$ cat config.mk
export PLATFORM = sky130hd
export DESIGN_NAME = pinned_lru_handle_cache
export DESIGN_NICKNAME = d
export VERILOG_FILES = /design/src/rtl/plhc_pkg.sv /design/src/rtl/plhc_store.sv /design/src/rtl/plhc_cmp.sv /design/src/rtl/pinned_lru_handle_cache.sv
export SDC_FILE = /design/constraint.sdc
export NUM_CORES = 2
export LEC_CHECK = 0
export BUFFER_PORTS_ARGS = -buffer_cell sky130_fd_sc_hd__buf_2
export CORE_ASPECT_RATIO = 1.75
export CORE_MARGIN = 5
export CORE_UTILIZATION = 50
export DETAILED_ROUTE_END_ITERATION = 7
export MAX_ROUTING_LAYER = met4
export PLACE_DENSITY = 0.66
export REMOVE_ABC_BUFFERS = 1
export SYNTH_ARGS = -nofsm -noshare
export SYNTH_HDL_FRONTEND = slang
export SYNTH_SLANG_ARGS = --single-unit
$ cat constraint.sdc
create_clock -name aclk -period 10 [get_ports aclk]
set_clock_uncertainty 0.15 [all_clocks]
set_input_delay 2.5 -clock aclk [delete_from_list [all_inputs] [get_ports aclk]]
set_output_delay 2.5 -clock aclk [all_outputs]
set_load 0.02 [all_outputs]
$ cat src/rtl/plhc_pkg.sv
`default_nettype none
// ----------------------------------------------------------------------------
// plhc_pkg: shared types and constants of the pinned lru handle cache
// entry geometry, request and result codes and the structs between the
// sequencer, the key/handle store and the shared compare unit
// ----------------------------------------------------------------------------
package plhc_pkg;

    localparam int ENTRIES     = 32;
    localparam int KEY_BITS    = 32;
    localparam int HANDLE_BITS = 16;
    localparam int IDX_BITS    = (ENTRIES > 1) ? $clog2(ENTRIES) : 1;
    localparam int CNT_BITS    = $clog2(ENTRIES + 1);
    localparam int CFG_BITS    = 6;

    localparam int S_TDATA_BITS = 72;
    localparam int M_TDATA_BITS = 40;

    // request kinds
    localparam logic [1:0] REQ_OPEN      = 2'd0;
    localparam logic [1:0] REQ_CLOSE     = 2'd1;
    localparam logic [1:0] REQ_CLOSE_ALL = 2'd2;

    // result status codes
    localparam logic [3:0] STS_HIT        = 4'd0;
    localparam logic [3:0] STS_FILLED     = 4'd1;
    localparam logic [3:0] STS_REPLACED   = 4'd2;
    localparam logic [3:0] STS_BYP_OPEN   = 4'd3;
    localparam logic [3:0] STS_BAD_NAME   = 4'd4;
    localparam logic [3:0] STS_OPEN_FAIL  = 4'd5;
    localparam logic [3:0] STS_BUSY       = 4'd6;
    localparam logic [3:0] STS_NO_SLOT    = 4'd7;
    localparam logic [3:0] STS_RELEASED   = 4'd8;
    localparam logic [3:0] STS_CLOSED     = 4'd9;
    localparam logic [3:0] STS_NOT_FOUND  = 4'd10;
    localparam logic [3:0] STS_BYP_CLOSE  = 4'd11;
    localparam logic [3:0] STS_CA_EVICT   = 4'd12;
    localparam logic [3:0] STS_CA_DONE    = 4'd13;

    // store write port
    typedef struct packed {
        logic                   en;
        logic [IDX_BITS-1:0]    addr;
        logic [KEY_BITS-1:0]    key;
        logic [HANDLE_BITS-1:0] handle;
    } store_wr_t;

    // operands of the compare unit
    typedef struct packed {
        logic [1:0]             mode;
        logic [KEY_BITS-1:0]    key;
        logic [HANDLE_BITS-1:0] handle;
        logic [KEY_BITS-1:0]    rd_key;
        logic [HANDLE_BITS-1:0] rd_handle;
        logic                   valid;
        logic                   pinned;
        logic                   slot_nz;
    } cmp_req_t;

    typedef struct packed {
        logic hit;
        logic victim;
    } cmp_res_t;

endpackage : plhc_pkg
`default_nettype wire

$ cat src/rtl/plhc_store.sv
`default_nettype none
// ----------------------------------------------------------------------------
// plhc_store: key and handle memory
// one write port, one read port with registered read data
// ----------------------------------------------------------------------------
module plhc_store (
    input  wire logic                            aclk,
    input  wire plhc_pkg::store_wr_t             wr,
    input  wire logic                            rd_en,
    input  wire logic [plhc_pkg::IDX_BITS-1:0]   rd_addr,
    output logic      [plhc_pkg::KEY_BITS-1:0]   rd_key,
    output logic      [plhc_pkg::HANDLE_BITS-1:0] rd_handle
);
    import plhc_pkg::*;

    logic [KEY_BITS+HANDLE_BITS-1:0] entry_mem [ENTRIES];
    logic [KEY_BITS+HANDLE_BITS-1:0] rd_data_reg;

    always_ff @(posedge aclk) begin
        if (wr.en) begin
            entry_mem[wr.addr] <= {wr.key, wr.handle};
        end
        if (rd_en) begin
            rd_data_reg <= entry_mem[rd_addr];
        end
    end

    assign rd_key    = rd_data_reg[KEY_BITS+HANDLE_BITS-1:HANDLE_BITS];
    assign rd_handle = rd_data_reg[HANDLE_BITS-1:0];

endmodule : plhc_store
`default_nettype wire

$ cat src/rtl/plhc_cmp.sv
`default_nettype none
// ----------------------------------------------------------------------------
// plhc_cmp: shared compare unit
// matches one slot against the request key or handle, or takes any valid slot on a
// close-all sweep, and flags replacement candidates
// ----------------------------------------------------------------------------
module plhc_cmp (
    input  wire plhc_pkg::cmp_req_t req,
    output plhc_pkg::cmp_res_t      res
);
    import plhc_pkg::*;

    logic eq;

    always_comb begin
        unique case (req.mode)
            REQ_OPEN:      eq = (req.rd_key == req.key);
            REQ_CLOSE:     eq = (req.rd_handle == req.handle);
            default:       eq = 1'b1; // sweep takes every valid slot
        endcase
        res.hit    = req.valid && eq;
        res.victim = req.slot_nz && !req.pinned;
    end

endmodule : plhc_cmp
`default_nettype wire

$ cat src/rtl/pinned_lru_handle_cache.sv
`default_nettype none
// requests are taken one at a time; the slots are scanned in turn through the one
//   read port and the one compare unit, and a result stall holds the sequencer;
//   a bad name or a bypass is answered without a scan of the slots
// reset: valid, pinned and doomed marks cleared at once, cache_entries back to 30,
//   no clearing pass; key and handle memory content is left as it is
// ----------------------------------------------------------------------------
// pinned_lru_handle_cache: fully associative cache of open backing handles
// a small sequencer scans the slots through one compare unit, shifts entries down to
// insert in front and gives one or more results per open, close or close-all request
// ----------------------------------------------------------------------------
module pinned_lru_handle_cache (
    input  wire logic                                aclk,
    input  wire logic                                aresetn,
    // configuration: cache_entries
    input  wire logic                                cfg_wr_en,
    input  wire logic [plhc_pkg::CFG_BITS-1:0]       cfg_wr_data,
    // request channel
    input  wire logic                                s_tvalid,
    output logic                                     s_tready,
    // lookup_key[31:0], name_bad[32], backing_ok[33], new_handle[49:34],
    // close_handle[65:50], zero fill above
    input  wire logic [plhc_pkg::S_TDATA_BITS-1:0]   s_tdata,
    // req_type[1:0]
    input  wire logic [1:0]                          s_tuser,
    // result channel
    output logic                                     m_tvalid,
    input  wire logic                                m_tready,
    // handle_out[15:0], release_backing[16], released_handle[32:17], zero fill above
    output logic [plhc_pkg::M_TDATA_BITS-1:0]        m_tdata,
    // status[3:0]
    output logic [3:0]                               m_tuser,
    output logic                                     m_tlast
);
    import plhc_pkg::*;

    localparam logic [CFG_BITS-1:0] CFG_RESET = CFG_BITS'(30);

    typedef struct packed {
        logic [3:0]             status;
        logic [HANDLE_BITS-1:0] handle_out;
        logic                   rel;
        logic [HANDLE_BITS-1:0] rel_handle;
        logic                   last;
    } res_t;

    typedef enum logic [3:0] {
        ST_IDLE,
        ST_DISPATCH,
        ST_READ,
        ST_CHECK,
        ST_DECIDE,
        ST_MOVE_RD,
        ST_MOVE_WR,
        ST_INSTALL,
        ST_EMIT,
        ST_SWEEP_NEXT
    } state_t;

    function automatic res_t mk_res(logic [3:0] st, logic [HANDLE_BITS-1:0] hout,
                                    logic rel, logic [HANDLE_BITS-1:0] rh, logic last);
        res_t r;
        r.status     = st;
        r.handle_out = hout;
        r.rel        = rel;
        r.rel_handle = rh;
        r.last       = last;
        return r;
    endfunction

    // sequencer and request registers
    state_t                  state_reg, state_next;
    logic [1:0]              req_reg;
    logic [KEY_BITS-1:0]     key_reg;
    logic                    bad_reg, ok_reg;
    logic [HANDLE_BITS-1:0]  nh_reg, ch_reg;
    logic [CNT_BITS-1:0]     n_reg, n_next;
    logic [CNT_BITS-1:0]     idx_reg, idx_next;

    // miss bookkeeping collected during the open scan
    logic                    have_empty_reg, have_empty_next;
    logic [IDX_BITS-1:0]     empty_idx_reg, empty_idx_next;
    logic                    have_victim_reg, have_victim_next;
    logic [IDX_BITS-1:0]     victim_idx_reg, victim_idx_next;
    logic [HANDLE_BITS-1:0]  victim_h_reg, victim_h_next;
    logic [IDX_BITS-1:0]     mv_reg, mv_next;

    res_t                    res_reg, res_next;
    res_t                    out_reg, out_next;
    logic                    m_tvalid_reg, m_tvalid_next;

    // per-slot marks, in flip-flops
    logic [ENTRIES-1:0]      valid_reg, valid_next;
    logic [ENTRIES-1:0]      pinned_reg, pinned_next;
    logic [ENTRIES-1:0]      doomed_reg, doomed_next;

    logic [CFG_BITS-1:0]     cache_entries_reg;

    // store and compare unit
    store_wr_t               st_wr;
    logic                    st_rd_en;
    logic [IDX_BITS-1:0]     st_rd_addr;
    logic [KEY_BITS-1:0]     st_rd_key;
    logic [HANDLE_BITS-1:0]  st_rd_handle;
    cmp_req_t                cmp_req;
    cmp_res_t                cmp_res;

    logic                    s_accept;
    logic                    out_free;
    logic [IDX_BITS-1:0]     slot;
    logic                    last_slot;
    logic [CNT_BITS-1:0]     n_live;
    logic [IDX_BITS-1:0]     target;

    plhc_store u_store (
        .aclk      (aclk),
        .wr        (st_wr),
        .rd_en     (st_rd_en),
        .rd_addr   (st_rd_addr),
        .rd_key    (st_rd_key),
        .rd_handle (st_rd_handle)
    );

    plhc_cmp u_cmp (
        .req (cmp_req),
        .res (cmp_res)
    );

    assign s_tready = (state_reg == ST_IDLE);
    assign s_accept = s_tvalid && s_tready;
    assign out_free = !m_tvalid_reg || m_tready;

    assign m_tvalid = m_tvalid_reg;
    assign m_tuser  = out_reg.status;
    assign m_tlast  = out_reg.last;
    assign m_tdata  = {7'd0, out_reg.rel_handle, out_reg.rel, out_reg.handle_out};

    // slot count saturates at the table size
    assign n_live = (cache_entries_reg > CFG_BITS'(ENTRIES)) ? CNT_BITS'(ENTRIES)
                                                             : CNT_BITS'(cache_entries_reg);

    assign slot      = idx_reg[IDX_BITS-1:0];
    assign last_slot = ((idx_reg + CNT_BITS'(1)) == n_reg);
    assign target    = have_empty_reg ? empty_idx_reg : victim_idx_reg;

    always_comb begin
        cmp_req.mode      = req_reg;
        cmp_req.key       = key_reg;
        cmp_req.handle    = ch_reg;
        cmp_req.rd_key    = st_rd_key;
        cmp_req.rd_handle = st_rd_handle;
        cmp_req.valid     = valid_reg[slot];
        cmp_req.pinned    = pinned_reg[slot];
        cmp_req.slot_nz   = (slot != '0);
    end

    always_comb begin
        state_next       = state_reg;
        n_next           = n_reg;
        idx_next         = idx_reg;
        have_empty_next  = have_empty_reg;
        empty_idx_next   = empty_idx_reg;
        have_victim_next = have_victim_reg;
        victim_idx_next  = victim_idx_reg;
        victim_h_next    = victim_h_reg;
        mv_next          = mv_reg;
        res_next         = res_reg;
        out_next         = out_reg;
        m_tvalid_next    = m_tvalid_reg && !m_tready;
        valid_next       = valid_reg;
        pinned_next      = pinned_reg;
        doomed_next      = doomed_reg;

        st_wr.en     = 1'b0;
        st_wr.addr   = '0;
        st_wr.key    = key_reg;
        st_wr.handle = nh_reg;
        st_rd_en     = 1'b0;
        st_rd_addr   = slot;

        unique case (state_reg)
            ST_IDLE: begin
                if (s_accept) begin
                    n_next     = n_live;
                    state_next = ST_DISPATCH;
                end
            end

            ST_DISPATCH: begin
                idx_next         = '0;
                have_empty_next  = 1'b0;
                have_victim_next = 1'b0;
                unique case (req_reg)
                    REQ_OPEN: begin
                        if (bad_reg) begin
                            res_next   = mk_res(STS_BAD_NAME, '0, 1'b0, '0, 1'b1);
                            state_next = ST_EMIT;
                        end else if (n_reg == '0) begin
                            // bypass: hand the backing open straight through
                            res_next   = ok_reg ? mk_res(STS_BYP_OPEN, nh_reg, 1'b0, '0, 1'b1)
                                                : mk_res(STS_OPEN_FAIL, '0, 1'b0, '0, 1'b1);
                            state_next = ST_EMIT;
                        end else begin
                            state_next = ST_READ;
                        end
                    end
                    REQ_CLOSE: begin
                        if (n_reg == '0) begin
                            res_next   = mk_res(STS_BYP_CLOSE, '0, 1'b1, ch_reg, 1'b1);
                            state_next = ST_EMIT;
                        end else begin
                            state_next = ST_READ;
                        end
                    end
                    REQ_CLOSE_ALL: begin
                        if (n_reg == '0) begin
                            res_next   = mk_res(STS_CA_DONE, '0, 1'b0, '0, 1'b1);
                            state_next = ST_EMIT;
                        end else begin
                            state_next = ST_READ;
                        end
                    end
                    default: begin
                        // unused request kind: dropped without a result
                        state_next = ST_IDLE;
                    end
                endcase
            end

            ST_READ: begin
                st_rd_en   = 1'b1;
                st_rd_addr = slot;
                state_next = ST_CHECK;
            end

            ST_CHECK: begin
                unique case (req_reg)
                    REQ_OPEN: begin
                        if (cmp_res.hit) begin
                            if (pinned_reg[slot]) begin
                                res_next = mk_res(STS_BUSY, '0, 1'b0, '0, 1'b1);
                            end else begin
                                pinned_next[slot] = 1'b1;
                                res_next = mk_res(STS_HIT, st_rd_handle, 1'b0, '0, 1'b1);
                            end
                            state_next = ST_EMIT;
                        end else begin
                            // first empty slot wins, deepest unpinned slot wins
                            if (!valid_reg[slot] && !have_empty_reg) begin
                                have_empty_next = 1'b1;
                                empty_idx_next  = slot;
                            end
                            if (cmp_res.victim) begin
                                have_victim_next = 1'b1;
                                victim_idx_next  = slot;
                                victim_h_next    = st_rd_handle;
                            end
                            if (last_slot) begin
                                state_next = ST_DECIDE;
                            end else begin
                                idx_next   = idx_reg + CNT_BITS'(1);
                                state_next = ST_READ;
                            end
                        end
                    end
                    REQ_CLOSE: begin
                        if (cmp_res.hit) begin
                            if (doomed_reg[slot]) begin
                                valid_next[slot]  = 1'b0;
                                pinned_next[slot] = 1'b0;
                                doomed_next[slot] = 1'b0;
                                res_next = mk_res(STS_CLOSED, '0, 1'b1, ch_reg, 1'b1);
                            end else begin
                                pinned_next[slot] = 1'b0;
                                res_next = mk_res(STS_RELEASED, '0, 1'b0, '0, 1'b1);
                            end
                            state_next = ST_EMIT;
                        end else if (last_slot) begin
                            res_next   = mk_res(STS_NOT_FOUND, '0, 1'b0, '0, 1'b1);
                            state_next = ST_EMIT;
                        end else begin
                            idx_next   = idx_reg + CNT_BITS'(1);
                            state_next = ST_READ;
                        end
                    end
                    default: begin
                        // close-all sweep
                        if (cmp_res.hit && !pinned_reg[slot]) begin
                            valid_next[slot]  = 1'b0;
                            pinned_next[slot] = 1'b0;
                            doomed_next[slot] = 1'b0;
                            res_next   = mk_res(STS_CA_EVICT, '0, 1'b1, st_rd_handle, 1'b0);
                            state_next = ST_EMIT;
                        end else begin
                            if (cmp_res.hit) begin
                                doomed_next[slot] = 1'b1;
                            end
                            state_next = ST_SWEEP_NEXT;
                        end
                    end
                endcase
            end

            ST_SWEEP_NEXT: begin
                if (last_slot) begin
                    res_next   = mk_res(STS_CA_DONE, '0, 1'b0, '0, 1'b1);
                    state_next = ST_EMIT;
                end else begin
                    idx_next   = idx_reg + CNT_BITS'(1);
                    state_next = ST_READ;
                end
            end

            ST_DECIDE: begin
                if (!have_empty_reg && !have_victim_reg) begin
                    res_next   = mk_res(STS_NO_SLOT, '0, 1'b0, '0, 1'b1);
                    state_next = ST_EMIT;
                end else if (!ok_reg) begin
                    res_next   = mk_res(STS_OPEN_FAIL, '0, 1'b0, '0, 1'b1);
                    state_next = ST_EMIT;
                end else begin
                    res_next = have_empty_reg
                             ? mk_res(STS_FILLED, nh_reg, 1'b0, '0, 1'b1)
                             : mk_res(STS_REPLACED, nh_reg, 1'b1, victim_h_reg, 1'b1);
                    // marks move down in one step, memory follows entry by entry
                    for (int j = 1; j < ENTRIES; j++) begin
                        if (IDX_BITS'(j) <= target) begin
                            valid_next[j]  = valid_reg[j-1];
                            pinned_next[j] = pinned_reg[j-1];
                            doomed_next[j] = doomed_reg[j-1];
                        end
                    end
                    valid_next[0]  = 1'b1;
                    pinned_next[0] = 1'b1;
                    doomed_next[0] = 1'b0;
                    if (target == '0) begin
                        state_next = ST_INSTALL;
                    end else begin
                        mv_next    = target;
                        state_next = ST_MOVE_RD;
                    end
                end
            end

            ST_MOVE_RD: begin
                st_rd_en   = 1'b1;
                st_rd_addr = mv_reg - IDX_BITS'(1);
                state_next = ST_MOVE_WR;
            end

            ST_MOVE_WR: begin
                st_wr.en     = 1'b1;
                st_wr.addr   = mv_reg;
                st_wr.key    = st_rd_key;
                st_wr.handle = st_rd_handle;
                if (mv_reg == IDX_BITS'(1)) begin
                    state_next = ST_INSTALL;
                end else begin
                    mv_next    = mv_reg - IDX_BITS'(1);
                    state_next = ST_MOVE_RD;
                end
            end

            ST_INSTALL: begin
                st_wr.en     = 1'b1;
                st_wr.addr   = '0;
                st_wr.key    = key_reg;
                st_wr.handle = nh_reg;
                state_next   = ST_EMIT;
            end

            ST_EMIT: begin
                if (out_free) begin
                    out_next      = res_reg;
                    m_tvalid_next = 1'b1;
                    state_next    = res_reg.last ? ST_IDLE : ST_SWEEP_NEXT;
                end
            end

            default: begin
                state_next = ST_IDLE;
            end
        endcase
    end

    always_ff @(posedge aclk) begin
        if (!aresetn) begin
            state_reg         <= ST_IDLE;
            m_tvalid_reg      <= 1'b0;
            valid_reg         <= '0;
            pinned_reg        <= '0;
            doomed_reg        <= '0;
            cache_entries_reg <= CFG_RESET;
        end else begin
            state_reg    <= state_next;
            m_tvalid_reg <= m_tvalid_next;
            valid_reg    <= valid_next;
            pinned_reg   <= pinned_next;
            doomed_reg   <= doomed_next;
            if (cfg_wr_en) begin
                cache_entries_reg <= cfg_wr_data;
            end
        end

        // payload, no reset needed
        if (s_accept) begin
            req_reg <= s_tuser;
            key_reg <= s_tdata[31:0];
            bad_reg <= s_tdata[32];
            ok_reg  <= s_tdata[33];
            nh_reg  <= s_tdata[49:34];
            ch_reg  <= s_tdata[65:50];
        end
        n_reg           <= n_next;
        idx_reg         <= idx_next;
        have_empty_reg  <= have_empty_next;
        empty_idx_reg   <= empty_idx_next;
        have_victim_reg <= have_victim_next;
        victim_idx_reg  <= victim_idx_next;
        victim_h_reg    <= victim_h_next;
        mv_reg          <= mv_next;
        res_reg         <= res_next;
        out_reg         <= out_next;
    end

endmodule : pinned_lru_handle_cache
`default_nettype wire
==> metrics <==
outcome=finished, violations left; failing checks=design-rule violations; Placed Cells=slightly above 6000; # DRC=2; crit-path cells=nor2_1 > nand2_1 > nor2_4 > buf_4 > nand2_1 > nor3_2 > buf_4; Seq cells post-synth=between 1500 and 2000; FFs w/ async S/R, synth=0%; CP Launch Type=flop; row count=approximately 190; max-cap violations=0; port buffer count=around 120; routed wire length=191000 um; hold-fix buffers at CTS=0; EDFF count, synth=roughly 1800; commonest cells in the netlist=edfxtp_1, mux4_2, nand2_1; initial DRC count=between 4000 and 5000; Clock Tree Buf Depth=3; global-route wire length before repair=277000 um; Req. time, crit path=around 10 ns; Final Power=around 16 mW; final worst path period share=between 40 and 50%; max FFs per register=approximately 1500; worst hold path class=flop to flop; placed cell areas=between 0.07 and 0.08 mm^2; share of cells above drive strength 1=a little under a quarter; Mapped Cells=approximately 4200; HPWL reported at the end of detailed placement=between 100000 and 150000 um; critical path peak fanout=60; most common cell in the netlist=edfxtp_1; largest net degree at the start of global routing=137; Max Freq=between 0.2 and 0.25 GHz; DRT antenna net count=0; Setup CP Type=flop to flop; wire per inst=29.5 um; Total GRT Usage=between 20% and 30%; Initial Util=between 50% and 60%; R2R setup slack=just over 5 ns; number of setup buffers added after CTS=0; syn avg cell area=around 18 um^2; library cells used by synthesis=77; static leakage=between 20 and 30 nW; Synth area leaders=edfxtp_1, mux4_2, dfxtp_1; core area=between 0.15 and 0.2 mm^2; Layout Nets=4426; PD cells=roughly 190 mW/mm^2; CTS resizes=0; via count=between 40000 and 50000; Critical Path Slowest Stage Cell=buf_4; vias in the first global route=41100; fin area=about 0.084 mm^2; htree depth=4; Pins Over Slew Limit=0; ys flop type=edfxtp_1; Worst-Margin Slew=1.20 ns; TritonCTS buffer count=between 150 and 200; crit path DAT=approximately 5 ns; clk_lat worst skew=roughly 0.8 ns; I/O pin count=132; Die W=~300 um; Synth Cell Area=approximately 0.076 mm^2; Yosys top cell area share=between 60% and 70%; RSZ-0062 raised after global routing=false; final hold vios=0; Yosys warnings=0; Die H=roughly 530 um; GPL Wtd Cong=0.925; area delta synth->final=11.0%; CTS tree=built; final non-filler cell total=roughly 6500; Clock Pin Slew Worst Setup and Hold Paths=0.07 ns; Critical Path Max Stage Delay=0.93 ns; peak supply drop=between 150 and 200 uV; Crit path max-delay family=simple AND/OR/NAND/NOR gates; Setup violations, final=0; # clock sinks=about 1900; sequential area share after synthesis=around 73%; Rel. slew slack=20.1%; Tmin final=approximately 4.8 ns; via/cell ratio=~6.2; TritonRoute pass-1 iters=8; die area=0.160 mm^2; WP buf/inv=2; CTS root buffer=clkbuf_16; CP endpoint kind=flop; Yosys top cell by area=edfxtp_1; Congestion Overflow GR=0; initial antenna violation count=1
==> per-stage QoR <==
step	setup slack, ns	setup TNS, ns	util, %	hold WS [ns]
3_5_place_dp	5.08	0	52.3	0.255
2_1_floorplan	-12.63	-606.36	-	0.250
4_1_cts	5.09	0	55.8	0.258
5_1_grt	4.90	0	55.8	0.273
3_3_place_gp	5.23	0	52.3	0.251
6_report	5.18	0	55.8	0.261
==> routing by layer <==
metal	wire (um)	vias up	global-route usage, %
li1	-	17200	-
met4	8180	0	9.40
met1	70200	21000	28.8
met5	0	-	-
met3	11800	435	3.52
met2	100000	1695	41.7
==> final timing paths <==
| path | start | end | cells past startpoint |
|---|---|---|---|
| worst min register to register | res_reg[26]$_DFFE_PP_ | m_tdata[8]$_DFFE_PP_ | 0 |
| worst max-delay path | state_reg[3]$_SDFFE_PN0P_ | u_store.entry_mem[3][17]$_DFFE_PP_ | 7 |
| worst max register to register | state_reg[3]$_SDFFE_PN0P_ | u_store.entry_mem[3][17]$_DFFE_PP_ | 7 |
| worst min-delay path | res_reg[26]$_DFFE_PP_ | m_tdata[8]$_DFFE_PP_ | 0 |
==> layout make-up <==
| type | count | area (um^2) |
|---|---|---|
| multi-input cells | 2048 | 19800 |
| clock inverters | 80 | 771 |
| repair buffers | 214 | 1390 |
| inverters | 22 | 82.6 |
| clock buffers | 215 | 4440 |
| diodes | 1 | 2.50 |
| flip-flops and latches | 1880 | 55400 |
| fillers | 11500 | 66900 |
| well taps | 2005 | 2510 |
==> where the power goes <==
group	switching [mW]	leakage, nW	total (mW)	internal (mW)
Sequential	0.0636	16.9	8.82	8.76
Combinational	0.699	7.73	1.13	0.430
Clock	2.83	2.54	6.26	3.43
Total	3.59	27.1	16.2	12.6
==> kinds of logic (layout without fill, tap and decap cells) <==
family,count (synthesis),count (layout),share of synthesized area (%)
simple gates,702,702,4.05
flops,1880,1880,72.8
other cells,1,8,0.00493
fa+ha+maj,10,10,0.164
buf+inv,298,531,1.67
compound gates,637,637,5.57
xor+xnor,63,63,0.725
mux,629,629,15.0
==> layout by cell type (no fill, tap or decap), types with 26 or more instances in the layout <==
master and n:
mux2i_1 128, clkbuf_1 43, mux4_2 400, xor2_1 31, buf_2 118, xnor2_1 32
nand3_1 37, nor3_1 26, clkinv_2 29, nand2_1 351, a22o_1 35, dfxtp_1 107
o21ai_0 143, clkbuf_16 170, buf_4 90, a21oi_1 168, a21o_1 27, nor2_1 134
edfxtp_1 1773, mux2_2 101, o211ai_1 74, o31ai_1 40
Note: power is estimated with default switching activity, not from simulation.
